$ cat config.mk
export PLATFORM = sky130hd
export DESIGN_NAME = rti_cfg_regs
export DESIGN_NICKNAME = d
export VERILOG_FILES = /design/src/rti_pkg.sv /design/src/rti_cfg_regs.sv
export SDC_FILE = /design/constraint.sdc
export NUM_CORES = 1
export LEC_CHECK = 0
export ABC_AREA = 1
export BUFFER_PORTS_ARGS = -buffer_cell sky130_fd_sc_hd__buf_2
export CORE_ASPECT_RATIO = 1.2
export CORE_UTILIZATION = 52
export DETAILED_ROUTE_END_ITERATION = 8
export PLACE_DENSITY_LB_ADDON = 0.1
export SLEW_MARGIN = 25
export SYNTH_ARGS = -nofsm -noshare
export SYNTH_HDL_FRONTEND = slang
export SYNTH_SLANG_ARGS = --single-unit
$ cat constraint.sdc
create_clock -name clk -period 2.4 [get_ports clk]
set_clock_uncertainty 0.05 [all_clocks]
set_input_delay 0.36 -clock clk [delete_from_list [all_inputs] [get_ports clk]]
set_output_delay 0.36 -clock clk [all_outputs]
set_load 0.05 [all_outputs]
$ cat src/rti_pkg.sv
// Shared types and constants of the ray/triangle intersection unit.
// No dependencies.
`default_nettype none

package rti_pkg;

	localparam int unsigned CW    = 16;          // coordinate width
	localparam int unsigned PACKW = 48;          // packed vector register width
	localparam int unsigned EPSW  = 16;          // epsilon register width
	localparam int unsigned TW    = CW + 1;      // origin minus vertex
	localparam int unsigned PRW   = 2 * CW;      // product for the p vector
	localparam int unsigned PW    = PRW + 1;     // p vector
	localparam int unsigned QPW   = TW + CW;     // product for the q vector
	localparam int unsigned QW    = QPW + 1;     // q vector
	localparam int unsigned DPW   = CW + PW;     // determinant product
	localparam int unsigned DW    = DPW + 2;     // determinant
	localparam int unsigned NPW   = TW + PW;     // numerator product
	localparam int unsigned NW    = NPW + 2;     // numerators
	localparam int unsigned DMW   = DW;          // determinant magnitude
	localparam int unsigned RW    = DMW + 1;     // divider remainder
	localparam int unsigned FB    = 16;          // result fraction bits
	localparam int unsigned TQW   = 31;          // distance quotient bits
	localparam int unsigned TSAT  = TQW - FB;    // integer bits of distance
	localparam int unsigned UVQ   = FB;          // barycentric quotient bits
	localparam int unsigned UVW   = FB + 1;      // barycentric output width
	localparam int unsigned DISTW = 32;
	localparam int unsigned GEOM_STAGES = 7;
	localparam int unsigned DATA_W = 64;
	localparam int unsigned ADDR_W = 6;
	localparam int unsigned IDX_W  = 3;

	localparam logic [DISTW-1:0] DIST_MAX = 32'h7FFF_FFFF;
	localparam logic [DISTW-1:0] DIST_MIN = 32'h8000_0000;
	localparam logic [UVW-1:0]   UV_ONE   = 17'h1_0000;

	typedef enum logic [IDX_W-1:0] {
		REG_CULLING = 3'd0,
		REG_VERTEX  = 3'd1,
		REG_EDGE1   = 3'd2,
		REG_EDGE2   = 3'd3,
		REG_EPSILON = 3'd4
	} reg_idx_t;

	typedef struct packed {
		logic signed [CW-1:0] ray_start_x;
		logic signed [CW-1:0] ray_start_y;
		logic signed [CW-1:0] ray_start_z;
		logic signed [CW-1:0] ray_dir_x;
		logic signed [CW-1:0] ray_dir_y;
		logic signed [CW-1:0] ray_dir_z;
	} ray_t;

	typedef struct packed {
		logic                    is_hit;
		logic signed [DISTW-1:0] hit_distance;
		logic [UVW-1:0]          bary_u;
		logic [UVW-1:0]          bary_v;
	} res_t;

	typedef struct packed {
		logic             culling_enabled;
		logic [PACKW-1:0] vertex_base;
		logic [PACKW-1:0] edge_one;
		logic [PACKW-1:0] edge_two;
		logic [EPSW-1:0]  det_epsilon;
	} cfg_t;

	typedef struct packed {
		logic           hit;
		logic           neg;
		logic           sat;
		logic           fu;
		logic           fv;
		logic [DMW-1:0] det;
		logic [RW-1:0]  rt;
		logic [TQW-1:0] qt;
		logic [TQW-1:0] pend;
		logic [RW-1:0]  ru;
		logic [UVQ-1:0] qu;
		logic [RW-1:0]  rv;
		logic [UVQ-1:0] qv;
	} div_t;

endpackage

`default_nettype wire

$ cat src/rti_cfg_regs.sv
// APB-style configuration registers of the intersection unit.
// Depends on rti_pkg.
`default_nettype none

module rti_cfg_regs (
	input  logic                       clk,
	input  logic                       arst_n,
	input  logic                       psel,
	input  logic                       penable,
	input  logic                       pwrite,
	input  logic [rti_pkg::ADDR_W-1:0] paddr,
	input  logic [rti_pkg::DATA_W-1:0] pwdata,
	output logic [rti_pkg::DATA_W-1:0] prdata,
	output logic                       pready,
	output rti_pkg::cfg_t              cfg
);

	rti_pkg::cfg_t           cfg_q;
	logic [rti_pkg::IDX_W-1:0] idx;
	logic                    wr;

	assign idx    = paddr[rti_pkg::ADDR_W-1:rti_pkg::ADDR_W-rti_pkg::IDX_W];
	assign wr     = psel & penable & pwrite;
	assign pready = 1'b1;
	assign cfg    = cfg_q;

	always_ff @(posedge clk or negedge arst_n) begin
		if (!arst_n) begin
			cfg_q.culling_enabled <= 1'b1;
			cfg_q.vertex_base     <= '0;
			cfg_q.edge_one        <= '0;
			cfg_q.edge_two        <= '0;
			cfg_q.det_epsilon     <= rti_pkg::EPSW'(1);
		end else if (wr) begin
			unique case (idx)
				rti_pkg::REG_CULLING: cfg_q.culling_enabled <= pwdata[0];
				rti_pkg::REG_VERTEX:  cfg_q.vertex_base <= pwdata[rti_pkg::PACKW-1:0];
				rti_pkg::REG_EDGE1:   cfg_q.edge_one <= pwdata[rti_pkg::PACKW-1:0];
				rti_pkg::REG_EDGE2:   cfg_q.edge_two <= pwdata[rti_pkg::PACKW-1:0];
				rti_pkg::REG_EPSILON: cfg_q.det_epsilon <= pwdata[rti_pkg::EPSW-1:0];
				default: ;
			endcase
		end
	end

	always_comb begin
		unique case (idx)
			rti_pkg::REG_CULLING: prdata = rti_pkg::DATA_W'(cfg_q.culling_enabled);
			rti_pkg::REG_VERTEX:  prdata = rti_pkg::DATA_W'(cfg_q.vertex_base);
			rti_pkg::REG_EDGE1:   prdata = rti_pkg::DATA_W'(cfg_q.edge_one);
			rti_pkg::REG_EDGE2:   prdata = rti_pkg::DATA_W'(cfg_q.edge_two);
			rti_pkg::REG_EPSILON: prdata = rti_pkg::DATA_W'(cfg_q.det_epsilon);
			default:              prdata = '0;
		endcase
	end

endmodule

`default_nettype wire

* Yosys cells after proc, flatten, opt, wreduce, memory -nomap -nowiden *
Index checks and enable logic that the tools add are counted.

word-level totals
  flip-flop bits (word level) = 161
  output and inout bits = 226
  input bits = 75

operators by class
  multiplexer cells = 1
  reduce and logical (&&, ||, !) cells = 6
  bitwise logic cells = 2
  equal/unequal tests = 4

operators with widths
  cell                                                              number
  48-bit one-hot mux with 5 select lines                            1
  2-bit AND reduction                                               5
  3-bit by 2-bit == test with 1-bit output (second input constant)  2
  3-bit by 1-bit == test with 1-bit output (second input constant)  1
  3-bit == test (second input constant)                             1
  3-bit zero test                                                   1
  1-bit bitwise AND                                                 2

* Depth between registers and ports, before layout *
  depth after elaboration = 3
  depth in mapped cells = 8
  gate-level depth less buffers = 6

* Least setup slack after synthesis *
OpenSTA, ideal clock, no wires.

  path kind = input to output
  start = input paddr[3] in the netlist's numbering
  end = output prdata[16] in the netlist's numbering
  cell stages on the path = 7
  path slack = 0.377 ns
  arrival = 1.613 ns
  required time = 1.990 ns
  cells stage by stage = clkbuf_2 inv_2 nor3_2 buf_2 buf_2 nand2_1 nand3_1

on the way
  cells in the longest elaborated chain, start to end = 2
  elaborated cells on any way between the ends = 6
  those cells by class = eq/ne: 4; mux: 1; reduce/logical: 1

ends and longest elaborated chain
  element                                      RTL line            text
  start: declaration                           rti_cfg_regs.sv:11  input logic [rti_pkg::ADDR_W-1:0] paddr,
  3-bit == test, or another cell as far along  rti_cfg_regs.sv:47  unique case (idx)
  48-bit one-hot mux with 5 select lines (*)   rti_cfg_regs.sv:47
  end: declaration                             rti_cfg_regs.sv:13  output logic [rti_pkg::DATA_W-1:0] prdata,

Mark *: on every way between the ends. The rest lies on a longest branch, timed or not.

* Final worst setup path *
  start = input paddr[4] in the netlist's numbering
  end = output prdata[14] in the netlist's numbering

Same word-level chain as after synthesis.

==> impl_metrics.csv <==
group,metric,value,unit
outcome,status,"completed",
cells_and_area,fin_nets,1254,
power_and_ir_drop,peakVddDrop,0.0006543,V
grt,grtUsageTotal,29.97,%
worst_setup_path,worstReg2RegEnd,"cfg[0]",
route,drt_wl_total,21.43,mm
yosys,synth_top_area_share,54.04,%
worst_setup_path,startpoint_type,"input port",
route,route.detailed.wl_per_inst,15.71,µm
worst_setup_path,crit_arrival,1.68,ns
place,dpl_cell_area,0.008906,mm²
yosys,syn_area_per_cell,7.926,µm²
clock_network,clk_pin_slew_worst_paths,0.06,ns
sta,final_max_slew_viol_count,0,
sta,min_period,2.090,ns
die,die-area,0.01464,mm²
yosys,synth_cell_types,20,
sta,setup_viol,0,
yosys,synth_area,0.007363,mm²
grt,grt_pass1_wl,34.50,mm
sta,setup_slack,0.3096,ns
yosys,synth_compound_area_share,11.96,%
die,core-area,0.01382,mm²
power_and_ir_drop,power_density,1081,mW/mm²
power_and_ir_drop,p_total,10.34,mW
yosys,synthMuxAreaShare,0,%
min_path,hold_class,"input port to register",
power_and_ir_drop,p_leak,5.461,nW
clock_network,clk_latency,0.42,ns
die,start_util,53.28,%
clock_network,clockBufferDepth,2,
grt,antenna_found_initial,0,
grt,grt_pass1_vias,6710,
yosys,synthAdderAreaFrac,0,%
yosys,synth_simple_gate_area_share,23.14,%
yosys,synth_xor_area_share,0,%
yosys,ys.warnings.count,0,
worst_setup_path,worstSetupEndpoint,"prdata[14]",
place,preCtsSetupSlack,0.3328,ns
clock_network,htree_levels,4,
worst_setup_path,startpoint,"paddr[4]",
cells_and_area,areaGrowthSynthToFinish,30.01,%
grt,globalRouteOverflowTotal,0,
sta,max_freq,478.4,MHz
clock_network,tritoncts,"built",
place,gp_congestion,0.7953,
place,post-dp-hpwl,14.27,mm
worst_setup_path,rr_worst_depth,2,
die,ios,301,
yosys,ys_seq_area_share,54.75,%
yosys,syn_inst,929,
worst_setup_path,worstPathRequired,1.99,ns
worst_setup_path,r2r_setup_slack,1.62,ns
cells_and_area,largest_reg_flops,161,
yosys,synth_seq_cells,161,
worst_setup_path,critical_path.endpoint_type,"primary output",
worst_setup_path,worstSetupPathType,"input port to primary output",
route,firstDrtPassIters,5,
job,cap_violations,0,
cells_and_area,regArea,0.004031,mm²
worst_setup_path,r2r_start,"cfg[0]",
grt,grt_max_degree,69,
route,vias,7123,
clock_network,cts_buffers,17,
cells_and_area,multi_input_area,0.002678,mm²
sta,fin_crit_sh,87.10,%
route,viasPerCell,5.222,
place,port_buffers,264,
route,ant_nets,0,
die,num_rows,47,
clock_network,clock_sinks,161,
sta,tightest_slew,0.6575,ns
cells_and_area,drive_gt1_share,27.60,%
clock_network,cts_resized,0,
clock_network,cts_root_buf,"clkbuf_16",
sta,finalHoldViolCount,0,
cells_and_area,design_area,0.009573,mm²
sta,rsz0062_at_grt,"false",
worst_setup_path,cp_max_fo,19,
route,drt_iter0_drc,527,
sta,slew_headroom,56.16,%
yosys,yosysTopAreaCell,"dfrtp_1",
sta,tns,0,ns
die,die_w,110.6,µm
cells_and_area,fillerInstances,1236,
yosys,synth_top_family_by_area,"simple AND/OR/NAND/NOR gates",
die,die_h,132.4,µm
route,route.detailed.drc,0,
yosys,synth_area_leaders,"dfrtp_1, nand2_1, o21ai_0, inv_1, o21ai_1",
==> layout make-up <==
| cell class | count | area share (%) |
|---|---|---|
| antenna | 1 | 0.02614 |
| clock buffer | 23 | 4.993 |
| clock inverter | 9 | 1.843 |
| inverter | 98 | 3.843 |
| multi-input combinational | 611 | 27.97 |
| sequential | 161 | 42.11 |
| tap | 171 | 2.235 |
| timing repair buffer | 290 | 16.98 |
==> cell usage after synthesis (all sizes together) <==
library cell  instances
buf                  40
clkbuf               34
conb                  2
dfrtp               159
dfstp                 2
inv                  98
nand2               342
nand3                53
nand4                17
nor2                  4
nor3                  2
o21ai               176
==> worst max-delay path: stages <==
cell	delay (ns)
buf_2	0.21
nor3_4	0.27
buf_4	0.32
nand2_1	0.08
nand2_1	0.07
inv_1	0.04
nand2_1	0.05
buf_2	0.27
==> routing by layer <==
layer	track usage [%]	up-vias	wire (µm)
met5	0	-	0
met4	13.11	0	615
met3	6.437	51	1437
met2	51.07	281	10910
met1	36.69	3383	8476
li1	-	3408	-
==> kinds of logic after synthesis <==
logic type,count (synthesis)
other,2
AOI/OAI and AO/OA,176
DFF,161
buffers and inverters,172
and+or+nand+nor,418
==> power by group <==
part	internal, mW	switching, mW	total [mW]
Combinational	0.735	2.97	3.70
Sequential	3.24	0.403	3.64
Clock	1.93	1.07	3.00
Total	5.90	4.44	10.3
==> layout by cell type (no fill, tap or decap) <==
master         instances
nand4_1               17
nor2_2                 1
bufinv_16              5
clkinvlp_4             1
nor2_4                 1
inv_6                  1
nand3_1               52
buf_6                  1
inv_1                 96
nand2_1              340
o21ai_0              110
clkinv_2               2
nor2_1                 2
nand2_4                2
inv_2                  2
dfstp_2                2
clkbuf_16             17
dfrtp_1              159
clkbuf_1               3
buf_4                 17
buf_2                263
clkbuf_8               3
nand3_2                1
dlygate4sd3_1          1
conb_1                17
buf_12                 8
nor3_4                 2
o21ai_1               66
diode_2                1
==> per-stage QoR <==
| step | hold WS (ns) | util, % | cells |
|---|---|---|---|
| global route | 0.08908 | 69.25 | 1363 |
| CTS | 0.08551 | 69.25 | 1363 |
| global placement | 0.3380 | 64.45 | 1330 |
| detailed placement | 0.3366 | 64.45 | 1330 |
| floorplan | 0.01441 | - | 944 |
| finish | 0.09217 | 69.27 | 1364 |
==> worst min path at each step <==
stage	cells past startpoint	start	endpoint	slack [ns]
after floorplan	0	arst_n	cfg[100]	0.01
after global placement	1	arst_n	cfg[20]	0.34
after detailed placement	1	arst_n	cfg[22]	0.34
after CTS	3	pwdata[29]	cfg[45]	0.09
after global routing	3	pwdata[30]	cfg[46]	0.09
final	3	pwdata[27]	cfg[43]	0.09
==> timing repair <==
| item | in CTS | in global routing |
|---|---|---|
| endpoints found under the setup margin | 0 | 0 |
| endpoints found under the hold margin | 57 | 0 |
| buffers inserted | 0 | 0 |
| hold buffers | 1 | 0 |
Power figures use the tool's default switching activity.
