<file path="src/rti_pkg.sv">
// Shared types and constants of the ray/triangle intersection unit.
// No dependencies.
`default_nettype none

package rti_pkg;

	localparam int unsigned CW    = 16;          // coordinate width
	localparam int unsigned PACKW = 48;          // packed vector register width
	localparam int unsigned EPSW  = 16;          // epsilon register width
	localparam int unsigned TW    = CW + 1;      // origin minus vertex
	localparam int unsigned PRW   = 2 * CW;      // product for the p vector
	localparam int unsigned PW    = PRW + 1;     // p vector
	localparam int unsigned QPW   = TW + CW;     // product for the q vector
	localparam int unsigned QW    = QPW + 1;     // q vector
	localparam int unsigned DPW   = CW + PW;     // determinant product
	localparam int unsigned DW    = DPW + 2;     // determinant
	localparam int unsigned NPW   = TW + PW;     // numerator product
	localparam int unsigned NW    = NPW + 2;     // numerators
	localparam int unsigned DMW   = DW;          // determinant magnitude
	localparam int unsigned RW    = DMW + 1;     // divider remainder
	localparam int unsigned FB    = 16;          // result fraction bits
	localparam int unsigned TQW   = 31;          // distance quotient bits
	localparam int unsigned TSAT  = TQW - FB;    // integer bits of distance
	localparam int unsigned UVQ   = FB;          // barycentric quotient bits
	localparam int unsigned UVW   = FB + 1;      // barycentric output width
	localparam int unsigned DISTW = 32;
	localparam int unsigned GEOM_STAGES = 7;
	localparam int unsigned DATA_W = 64;
	localparam int unsigned ADDR_W = 6;
	localparam int unsigned IDX_W  = 3;

	localparam logic [DISTW-1:0] DIST_MAX = 32'h7FFF_FFFF;
	localparam logic [DISTW-1:0] DIST_MIN = 32'h8000_0000;
	localparam logic [UVW-1:0]   UV_ONE   = 17'h1_0000;

	typedef enum logic [IDX_W-1:0] {
		REG_CULLING = 3'd0,
		REG_VERTEX  = 3'd1,
		REG_EDGE1   = 3'd2,
		REG_EDGE2   = 3'd3,
		REG_EPSILON = 3'd4
	} reg_idx_t;

	typedef struct packed {
		logic signed [CW-1:0] ray_start_x;
		logic signed [CW-1:0] ray_start_y;
		logic signed [CW-1:0] ray_start_z;
		logic signed [CW-1:0] ray_dir_x;
		logic signed [CW-1:0] ray_dir_y;
		logic signed [CW-1:0] ray_dir_z;
	} ray_t;

	typedef struct packed {
		logic                    is_hit;
		logic signed [DISTW-1:0] hit_distance;
		logic [UVW-1:0]          bary_u;
		logic [UVW-1:0]          bary_v;
	} res_t;

	typedef struct packed {
		logic             culling_enabled;
		logic [PACKW-1:0] vertex_base;
		logic [PACKW-1:0] edge_one;
		logic [PACKW-1:0] edge_two;
		logic [EPSW-1:0]  det_epsilon;
	} cfg_t;

	typedef struct packed {
		logic           hit;
		logic           neg;
		logic           sat;
		logic           fu;
		logic           fv;
		logic [DMW-1:0] det;
		logic [RW-1:0]  rt;
		logic [TQW-1:0] qt;
		logic [TQW-1:0] pend;
		logic [RW-1:0]  ru;
		logic [UVQ-1:0] qu;
		logic [RW-1:0]  rv;
		logic [UVQ-1:0] qv;
	} div_t;

endpackage

`default_nettype wire

</file>
<file path="src/rti_div_stage.sv">
// One restoring-division step for distance, u and v (u and v stop after
// their last fraction bit). Depends on rti_pkg.
`default_nettype none

module rti_div_stage #(
	parameter int unsigned STEP = 0
) (
	input  logic          clk,
	input  logic          en,
	input  rti_pkg::div_t d_in,
	output rti_pkg::div_t d_out
);

	localparam int unsigned RW  = rti_pkg::RW;
	localparam int unsigned DMW = rti_pkg::DMW;
	localparam int unsigned TQW = rti_pkg::TQW;
	localparam int unsigned UVQ = rti_pkg::UVQ;

	function automatic logic [RW:0] div_step(input logic [RW-1:0] r, input logic b,
			input logic [DMW-1:0] den);
		logic [RW-1:0] rs;
		logic [RW-1:0] dz;
		rs = {r[RW-2:0], b};
		dz = RW'(den);
		if (rs >= dz) begin
			return {1'b1, rs - dz};
		end
		return {1'b0, rs};
	endfunction

	logic [RW:0]   st;
	logic [RW:0]   su;
	logic [RW:0]   sv;
	rti_pkg::div_t nxt;

	always_comb begin
		nxt  = d_in;
		st   = div_step(d_in.rt, d_in.pend[TQW-1], d_in.det);
		su   = div_step(d_in.ru, 1'b0, d_in.det);
		sv   = div_step(d_in.rv, 1'b0, d_in.det);
		nxt.rt   = st[RW-1:0];
		nxt.qt   = {d_in.qt[TQW-2:0], st[RW]};
		nxt.pend = {d_in.pend[TQW-2:0], 1'b0};
		if (STEP < UVQ) begin
			nxt.ru = su[RW-1:0];
			nxt.qu = {d_in.qu[UVQ-2:0], su[RW]};
			nxt.rv = sv[RW-1:0];
			nxt.qv = {d_in.qv[UVQ-2:0], sv[RW]};
		end
	end

	always_ff @(posedge clk) begin
		if (en) begin
			d_out <= nxt;
		end
	end

endmodule

`default_nettype wire

</file>
<file path="config.mk">
export PLATFORM = sky130hd
export DESIGN_NAME = rti_div_stage
export DESIGN_NICKNAME = d
export VERILOG_FILES = /design/src/rti_pkg.sv /design/src/rti_div_stage.sv
export SDC_FILE = /design/constraint.sdc
export NUM_CORES = 1
export LEC_CHECK = 0
export BUFFER_PORTS_ARGS = -buffer_cell sky130_fd_sc_hd__buf_2
export CORE_AREA = 2 2 242 244
export DETAILED_ROUTE_END_ITERATION = 10
export DIE_AREA = 0 0 244 246
export PLACE_DENSITY = 0.7
export SLEW_MARGIN = 30
export SYNTH_ARGS = -nofsm -noshare
export SYNTH_HDL_FRONTEND = slang
export SYNTH_SLANG_ARGS = --single-unit
</file>
<file path="constraint.sdc">
create_clock -name clk -period 3.5 [get_ports clk]
set_input_delay 0.175 -clock clk [delete_from_list [all_inputs] [get_ports clk]]
set_output_delay 0.175 -clock clk [all_outputs]
set_load 0.02 [all_outputs]
</file>
# After elaboration in Yosys (flattened, before gate mapping)
# Index checks and enable logic that the tools add are counted.
# word_totals
regBits	305
latch_bits	0
ramBits	0
rom_bits	0
inputBits	308
output_inout_bits	306
elab_cells	33
mem_count	0
# classes
n_addsub	3
multipliers	0
div	0
order_cmp	3
eq_ne	0
n_shift	0
n_mux	9
bitwise_logic	0
reduce_logical	0
# ops
operator	count
53-bit 2-to-1 mux	3
52-bit by 51-bit >= comparator with 1-bit output	3
52-bit 2-to-1 mux	3
52-bit by 51-bit subtractor with 52-bit output	3
1-bit 2-to-1 mux	3

# Longest topological paths before layout
# Gate-level depths: netlist of run 1.
# logic_depth
depth_word	3
mapped_depth	15
ltp_nobuf	13

# Least setup slack after synthesis of run 1
# No wires, ideal clock.
# synth_timing
path_kind	input to register
from	in d_in[250] (netlist name)
to	reg d_out[85] (netlist name) (data pin)
setup_ns	0.262
t_arrival_ns	2.776
t_required_ns	3.238
path_slack_ns	0.462
path_stages	11
path_buffers	1
path_cell_list	inv_1 fa_1 a21o_1 a311o_1 a2111oi_4 nor3b_2 o21ai_4 a31oi_4 nor2_8 buf_6 mux2_1
# synth_via
elab_chain_len	3
elab_cells_between_ends	5
cone_classes	add/sub (1); order compare (1); mux (3)
# synth_rtl
element	line	text
start, declared	rti_div_stage.sv:10	input rti_pkg::div_t d_in,
52-bit by 51-bit subtractor with 52-bit output or 52-bit by 51-bit >= comparator with 1-bit output (tied branches)	rti_div_stage.sv:26, rti_div_stage.sv:25	
53-bit 2-to-1 mux or 1-bit 2-to-1 mux (tied branches)	rti_div_stage.sv:25	if (rs >= dz) begin
52-bit 2-to-1 mux (*)	rti_div_stage.sv:28	return {1'b0, rs};
net su[1]	rti_div_stage.sv:32	logic [RW:0] su;
end signal, assigned	rti_div_stage.sv:54	d_out <= nxt;
end, declared	rti_div_stage.sv:11	output rti_pkg::div_t d_out
# The timed path passes the listed nets; every way through them passes the cells marked *. The select of a mux whose other input is x is not followed.
# A chain may end at the register's enable or synchronous reset.

# Worst setup path in the final report of run 1
# layout_timing
from	in d_in[260] (netlist name)
to	reg d_out[249] (netlist name) (data pin)
# layout_via
elab_chain_len	3
elab_cells_between_ends	5
cone_classes	add/sub (1); order compare (1); mux (3)
# layout_rtl
element	line	text
52-bit by 51-bit subtractor with 52-bit output or 52-bit by 51-bit >= comparator with 1-bit output (tied branches)	rti_div_stage.sv:26, rti_div_stage.sv:25	
53-bit 2-to-1 mux or 1-bit 2-to-1 mux (tied branches)	rti_div_stage.sv:25	
52-bit 2-to-1 mux (*)	rti_div_stage.sv:28	
net st[51]	rti_div_stage.sv:31	logic [RW:0] st;
# Marked as above.

==> results of run 1 <==
[worst max-delay path: stages]
cell and delay [ps]:
dlygate4sd3_1 550, buf_2 140, clkinvlp_4 190, ha_2 470
and4_1 280, nand3_1 150, o32ai_1 260, nor3_2 140
o31a_1 350, o31ai_4 280, a41oi_1 170, o21ai_0 220
mux2_2 360
[cell families after synthesis]
group,synth area share (%)
xor gates and xnor gates,5.59
and+or+nand+nor,13.4
DFF,45.3
other,0.0186
buffers and inverters,3.90
adders and majority gates,9.77
AOI/OAI and AO/OA,21.0
muxes,1.00
[Yosys cell counts (4+ instances only)]
cell and n:
edfxtp_1 305, a21oi_1 206, nand2_1 202, o21ai_0 161
ha_1 153, nor2_1 145, inv_1 91, a21o_1 88
xor2_1 66, xnor2_1 63, clkbuf_1 54, nand4_1 49
nand3_1 43, nor3_1 34, buf_2 27, o21ai_1 26
o21bai_1 26, a31oi_1 21, nor2b_1 20, o21a_1 20
a211oi_1 16, o211ai_1 16, o31ai_1 16, and3_1 15
or2_2 11, and2_1 10, mux2_2 9, or3_1 9
nand2b_1 8, a21boi_0 6, and4_1 6, clkbuf_2 6
mux2i_1 6, nor4_1 6, o2111ai_1 6, or4_1 6
a41oi_1 4, buf_6 4, nor3b_1 4, o221ai_1 4
o311ai_0 4
[through the flow]
step | hold WS [ps] | TNS [ps] | util [%]
final | 17.8 | 0 | 50.3
after detailed placement | 353 | 0 | 43.0
after global routing | 10.6 | -322 | 50.3
after floorplan | 274 | 0 | -
after CTS | 2.67 | 0 | 50.0
after global placement | 352 | 0 | 43.0
[report_power, final]
part           switching, mW  internal (mW)  leakage (nW)  total (mW)
clock                   1.64           2.41         0.599        4.05
combinational           2.56           1.62          8.93        4.18
sequential             0.135           4.58          2.98        4.72
[metal layers]
metal / part of all wire, % / wire length (µm) / GRT usage [%] / vias to the layer above
met4: 4.6 / 3780 / 12.0 / 10
met1: 38 / 31800 / 30.7 / 9324
met3: 7.5 / 6200 / 5.48 / 150
met2: 50 / 41000 / 46.6 / 879
li1: - / - / - / 9511
met5: 0.077 / 64 / 0 / -
[final cells by class]
type / count / area (µm²)
Timing Repair Buffer: 992 / 6740
Clock buffer: 44 / 995
Tap cell: 765 / 957
Clock inverter: 23 / 253
Sequential cell: 305 / 9160
Fill cell: 5267 / 28500
Inverter: 94 / 360
Multi-Input combinational cell: 1551 / 10400
Antenna cell: 5 / 12.5
[layout by cell type (no fill, tap or decap), types with 8 or more instances in the layout]
cell	instances
buf_2	605
edfxtp_1	305
dlygate4sd3_1	275
a21oi_1	204
nand2_1	202
o21ai_0	159
ha_1	148
nor2_1	145
buf_4	102
inv_1	89
a21o_1	88
xor2_1	66
xnor2_1	63
nand4_1	49
nand3_1	42
clkbuf_16	39
nor3_1	30
o21ai_1	28
o21bai_1	26
o21a_1	20
nor2b_1	20
a31oi_1	19
o211ai_1	16
a211oi_1	16
and3_1	14
o31ai_1	14
or2_2	11
and2_1	10
or3_1	9
mux2_2	9
buf_12	9
nand2b_1	8
clkinv_1	8
[what timing repair did]
| action | CTS | global route |
|---|---|---|
| hold endpoints to repair | 275 | 0 |
| endpoints found under the setup margin | 0 | 54 |
| hold buffers | 275 | 0 |
| resized for setup | 0 | 32 |
| buffers inserted | 0 | 5 |
[path summary, 6_finish.rpt]
kind,startpoint,to,slack (ps),cells after the start
worst min-delay path,d_in[50],d_out[51],20,3
worst max-delay path,d_in[260],d_out[249],60,13
==> results.txt, run 1 <==
The relative slew slack came out at 43.1%. The number of placed instances with taps included came out at 3427. The area of the core region came out at 0.0574 mm². The maximum number of buffers from clock root to sink is 3.

The die outline area is 0.0600 mm². The analysis attributes to cell leakage a power of 12.5 nW. The routed wire length came out at 82800 µm. The async set or reset register ratio after synthesis came out at 0%. Max-cap violations in this run came to 0. The final standard cell area without fillers is 0.0289 mm². The share of the Yosys chip area taken by registers is 45.3%.

The post-synthesis instance area is 0.0202 mm². The total power is 12.9 mW. The setup path with the least slack is of type primary input to flip-flop.

The clock root buffer is clkbuf_16. The share of the clock period used by the worst path is 98.3%. After clock tree synthesis, the clock-pin slew on the worst setup and hold paths is 60 ps.

The number of H-tree levels came out at 2. In this run the worst path has a maximum fanout of 7. The worst endpoint data arrival time came out at 3740 ps. The number of nets produced by synthesis came out at 2508. STA puts the critical path data required time at 3800 ps. The worst setup path is launched from a primary input. The fraction of final layout cells sized beyond drive strength 1 is 28.0%. Setup repair after global routing could not meet its margin everywhere. The synthesized design devotes to its leading area cell type 45.3% of total area.

The number of max-slew violations in the final report is 0. The average wire per standard cell is 21.9 µm. The largest net degree at the start of global routing is 93. The leftover overflow at the end of global routing came out at 0. The first global-routing pass estimated 119000 µm of wire.

In the post-route analysis, the smallest setup slack over all paths is 61.0 ps. IR analysis of the VDD net gives a maximum drop of 369 µV. Summing all placed instances gives a cell area of 0.0247 mm².

The minimum setup slack after placement came out at 20.8 ps. The width of the chip came out at 244 µm. After detailed routing, the number of vias per cell comes to 5.26. The cell area power density is 448 mW/mm². After synthesis, the netlist uses 88 different library cells. The largest registers in the layout are d_out (305). The residual antenna-violating net count after detailed routing came out at 0. The flow ran to the end, and the final reports show no timing, DRC or antenna violations. Synthesis inferred 305 register bits. The number of enable flip-flop cells after synthesis came out at 305. Derived from the worst setup path, the maximum achievable clock frequency is 291 MHz. The critical path capture point type is a flip-flop.

The total of endpoints with negative setup slack in the final report came out at 0. Relative to the synthesized area, the layout overhead comes to 42.9%. d_out holds more flip-flops than any other register. In this run the vertical extent of the chip is 246 µm. The number of antenna violations at the first check in global routing is 10. The tightest min-delay check is of the primary input to flip-flop type.

The number of synthesis warnings is 0. After synthesis, the mean cell area works out to 9.89 µm². The starting utilization of the core area is 35.2%. The detailed-route via count came out at 19900.

The final standard cell count with taps included and fillers excluded came out at 3779. The clock sink count came out at 305. The first routing iteration left 1527 violations. The routability congestion estimate from global placement came out at 0.947. TritonCTS built the clock tree. After synthesis, the cell types taking the most area are edfxtp_1 45%, ha_1 9.5%, a21oi_1 5.1%, o21ai_0 4.0%, nand2_1 3.8%. The main flop type after synthesis is edfxtp_1.

The flip-flop count of the largest register after layout is 305. The synthesized design spends more area on one cell type than any other, namely edfxtp_1. In the global route stage, overall resource usage came out at 26.4%.

TritonCTS created 38 clock buffers. For this run, design rule violations remaining after detail routing come to 0. The count of TritonRoute iterations in the first routing pass is 5. After the last flow step, the layout net total stands at 3446. Port buffering added 606 buffers.

For the pin with the worst max-slew slack, the measured transition is 854 ps. The row count is 88. The final hold violation count is 0. After legalization and detailed placement, the total HPWL measured 63900 µm. The shortest period the worst path allows is 3440 ps.

The I/O pin total came out at 614. The cell count after synthesis came out at 2044. The via count of the first global-routing pass came out at 19300.
No activity file was read; power rests on OpenSTA's default activity.
==> run 2, diff against run 1 <==
--- a/config.mk
+++ b/config.mk
@@ -7,6 +7,7 @@
 export LEC_CHECK = 0
 export BUFFER_PORTS_ARGS = -buffer_cell sky130_fd_sc_hd__buf_2
 export CORE_AREA = 2 2 242 244
+export CTS_CLUSTER_SIZE = 40
 export DETAILED_ROUTE_END_ITERATION = 10
 export DIE_AREA = 0 0 244 246
 export PLACE_DENSITY = 0.7
==> constraint.sdc (replaced) <==
create_clock -name clk -period 3.3 [get_ports clk]
set_input_delay 0.165 -clock clk [delete_from_list [all_inputs] [get_ports clk]]
set_output_delay 0.165 -clock clk [all_outputs]
set_load 0.02 [all_outputs]
==> results.txt, run 2 (synthesized netlist as in run 1, its figures left out) <==
The library cells used most frequently in the layout, excluding fill and tap cells, are 598 x buf_2, 305 x edfxtp_1, 279 x dlygate4sd3_1. The flip-flop count of the largest register after layout came out at 305 (unchanged). By startpoint and endpoint, the worst setup path is classified as primary input to flip-flop.

The share of the clock period used by the worst path came out at 98.4%. The peak supply drop came to 333 µV (-9.8%). The fraction of final layout cells sized beyond drive strength 1 is 32.8% (+4.8 points). The worst endpoint data arrival time is 3630 ps (-110 ps).

The worst setup path is launched from a primary input. The leftover overflow at the end of global routing came to 0 (unchanged). The routability congestion estimate from global placement came out at 0.956 (+0.89%).

The number of max-slew violations in the final report is 0 (unchanged). The run finished with clean final reports. The post-detailed-placement half-perimeter wirelength is 64900 µm (+1.5%). The clock-pin slew of the registers on the worst-case setup and hold paths is 60 ps (about the same). The final hold violation count is 0 (unchanged). The minimum setup slack after placement came out at -101 ps (-122 ps). The relative slew slack came out at 62.2% (+19 points).

The proportion of power drawn by the clock network was 30.6% (-0.6 points). The maximum number of buffers from clock root to sink came to 3 (unchanged). The largest fanout on the critical path came out at 3 (-4). The cell area power density came out at 461 mW/mm² (+2.9%).

The area of the core region is 0.0574 mm² (unchanged). The final standard cell area without fillers is 0.0305 mm² (+5.5%). Setup repair after global routing could not meet its margin everywhere. The via count of the first global-routing pass is 19800 (+2.7%). The average wire per standard cell is 21.4 µm (-2.4%).

The worst setup margin was 51.2 ps (-9.88 ps). The row count came out at 88 (unchanged). The port buffer count came to 606 (unchanged).

The vertical extent of the die is 246 µm (unchanged). The data required time of the worst path came to 3680 ps (-120 ps). The net load switching power is 4.71 mW (+8.8%).

Counting flops per register, the top entry is d_out. The detailed-route via count is 20400 (+2.6%). The die outline area came to 0.0600 mm² (unchanged).

The clock sink count came to 305 (unchanged). The number of design-rule violations left by the first detailed-router iteration came out at 1462 (-4.3%). The starting utilization of the core area is 35.2% (unchanged). The largest net degree at the start of global routing was 78 (-16%). The most frequent standard cell in the layout excluding fill and tap cells is buf_2. The total routing usage reported by global routing was 26.4% (-0.040 points). The total CTS buffers is 38 (unchanged). The static power due to leakage is 13.3 nW (+5.9%). The post-route DRC violation count is 0 (unchanged). CTS placed an instance of clkbuf_16 at the clock tree root. The ratio of routed vias to standard cells came out at 5.20 (-1.2%). The width of the chip came out at 244 µm (unchanged). The proportion of total power due to net switching is 33.5% (+0.066 points). The I/O pin total was 614 (unchanged). The fill cell total of the finished layout is 5063 (-3.9%). The shortest period the worst path allows came out at 3250 ps. The combinational share of power is 33.8% (+1.5 points). The number of nets at the end of the flow came out at 3587 (+4.1%). The routed wire length came out at 83900 µm (+1.3%). The register share of total power came out at 35.6% (-0.8 points). The actual transition at the worst max-transition pin came out at 561 ps (-294 ps). The instance area at placement is 0.0256 mm² (+3.8%). The maximum clock frequency came out at 308 MHz. The number of H-tree levels was 2 (unchanged).

The largest registers in the layout are d_out (305). The cell-internal power is 9.34 mW (+8.5%). The global-route wire length before repair is 120000 µm (+0.38%).

The number of max-capacitance violations reported came out at 0 (unchanged). In this run the worst hold path is classified as primary input to flip-flop. TritonCTS built the clock tree. The residual antenna-violating net count after detailed routing came out at 0 (unchanged). The number of antenna violations at the first check in global routing is 7 (-3). The critical path capture point type is a flip-flop. The total of endpoints with negative setup slack in the final report came out at 0 (unchanged).

The area growth from synthesis to layout is 50.8%. The count of TritonRoute iterations in the first routing pass is 5 (unchanged).
[run 2: cell types whose count changed in the layout (fill, tap and decap cells not counted), moves of 7 or more]
cell	delta
ha_4	+16
ha_1	-23
ha_2	+7
inv_1	-10
buf_4	+124
nor2_1	-7
clkinvlp_4	+7
buf_2	-7
[run 2: repair_timing]
action,CTS,global route
hold buffers,283,2
endpoints found under the setup margin,0,121
endpoints found under the hold margin,283,2
resized for setup,0,124
buffers inserted,0,24
[run 2: power by group through the flow]
stage | sequential [mW] | combinational (mW) | clock (mW)
5_1_grt | 5.04 | 5.11 | 4.53
6_report | 5.01 | 4.75 | 4.30
3_3_place_gp | 5.07 | 4.22 | 0
4_1_cts | 5.00 | 4.54 | 4.39
3_5_place_dp | 5.07 | 4.24 | 0
2_1_floorplan | 5.67 | 1.87 | 0
[run 2: layout make-up]
class,count,area (µm²),area share [%]
diodes,5,12.5,0.0410
repair buffers,1133,7970,26.1
clock buffers,44,973,3.19
flip-flops and latches,305,9160,30.0
clock inverters,24,274,0.899
well taps,765,957,3.14
inverters,94,385,1.26
multi-input cells,1551,10800,35.3
[run 2: per-layer routing]
| metal | GRT usage [%] | up-vias | share of wire [%] |
|---|---|---|---|
| met2 | 47.1 | 867 | 50 |
| met4 | 10.8 | 4 | 4.3 |
| met5 | 0 | - | 0.032 |
| li1 | - | 9791 | - |
| met1 | 31.2 | 9562 | 40 |
| met3 | 4.58 | 157 | 6.4 |
[run 2: critical path, cell delays in order]
cell and delay (ps):
dlygate4sd3_1 580, buf_2 150, inv_1 210, ha_1 310
a21oi_1 200, o21ai_0 160, or3_1 410, nor3_2 220
o31a_1 310, o31ai_4 110, o211ai_1 230, mux2_2 360
o31ai_1 190
[run 2: path summary, 6_finish.rpt]
| path | to | depth (start not counted) | startpoint | slack (ps) |
|---|---|---|---|---|
| worst min-delay path | d_out[35] | 3 | d_in[34] | 20 |
| worst max-delay path | d_out[245] | 13 | d_in[262] | 50 |
[run 2: per-stage QoR]
step / hold slack (ps) / instances / util [%] / setup TNS (ps) / total power [mW]
floorplan: 264 / 2044 / - / 0 / 7.54
global placement: 341 / 3542 / 44.7 / -1970 / 9.29
detailed placement: 343 / 3542 / 44.7 / -2310 / 9.31
CTS: 1.51 / 3893 / 51.8 / 0 / 13.9
global route: 7.68 / 3919 / 53.1 / -371 / 14.7
finish: 22.0 / 3921 / 53.1 / 0 / 14.1
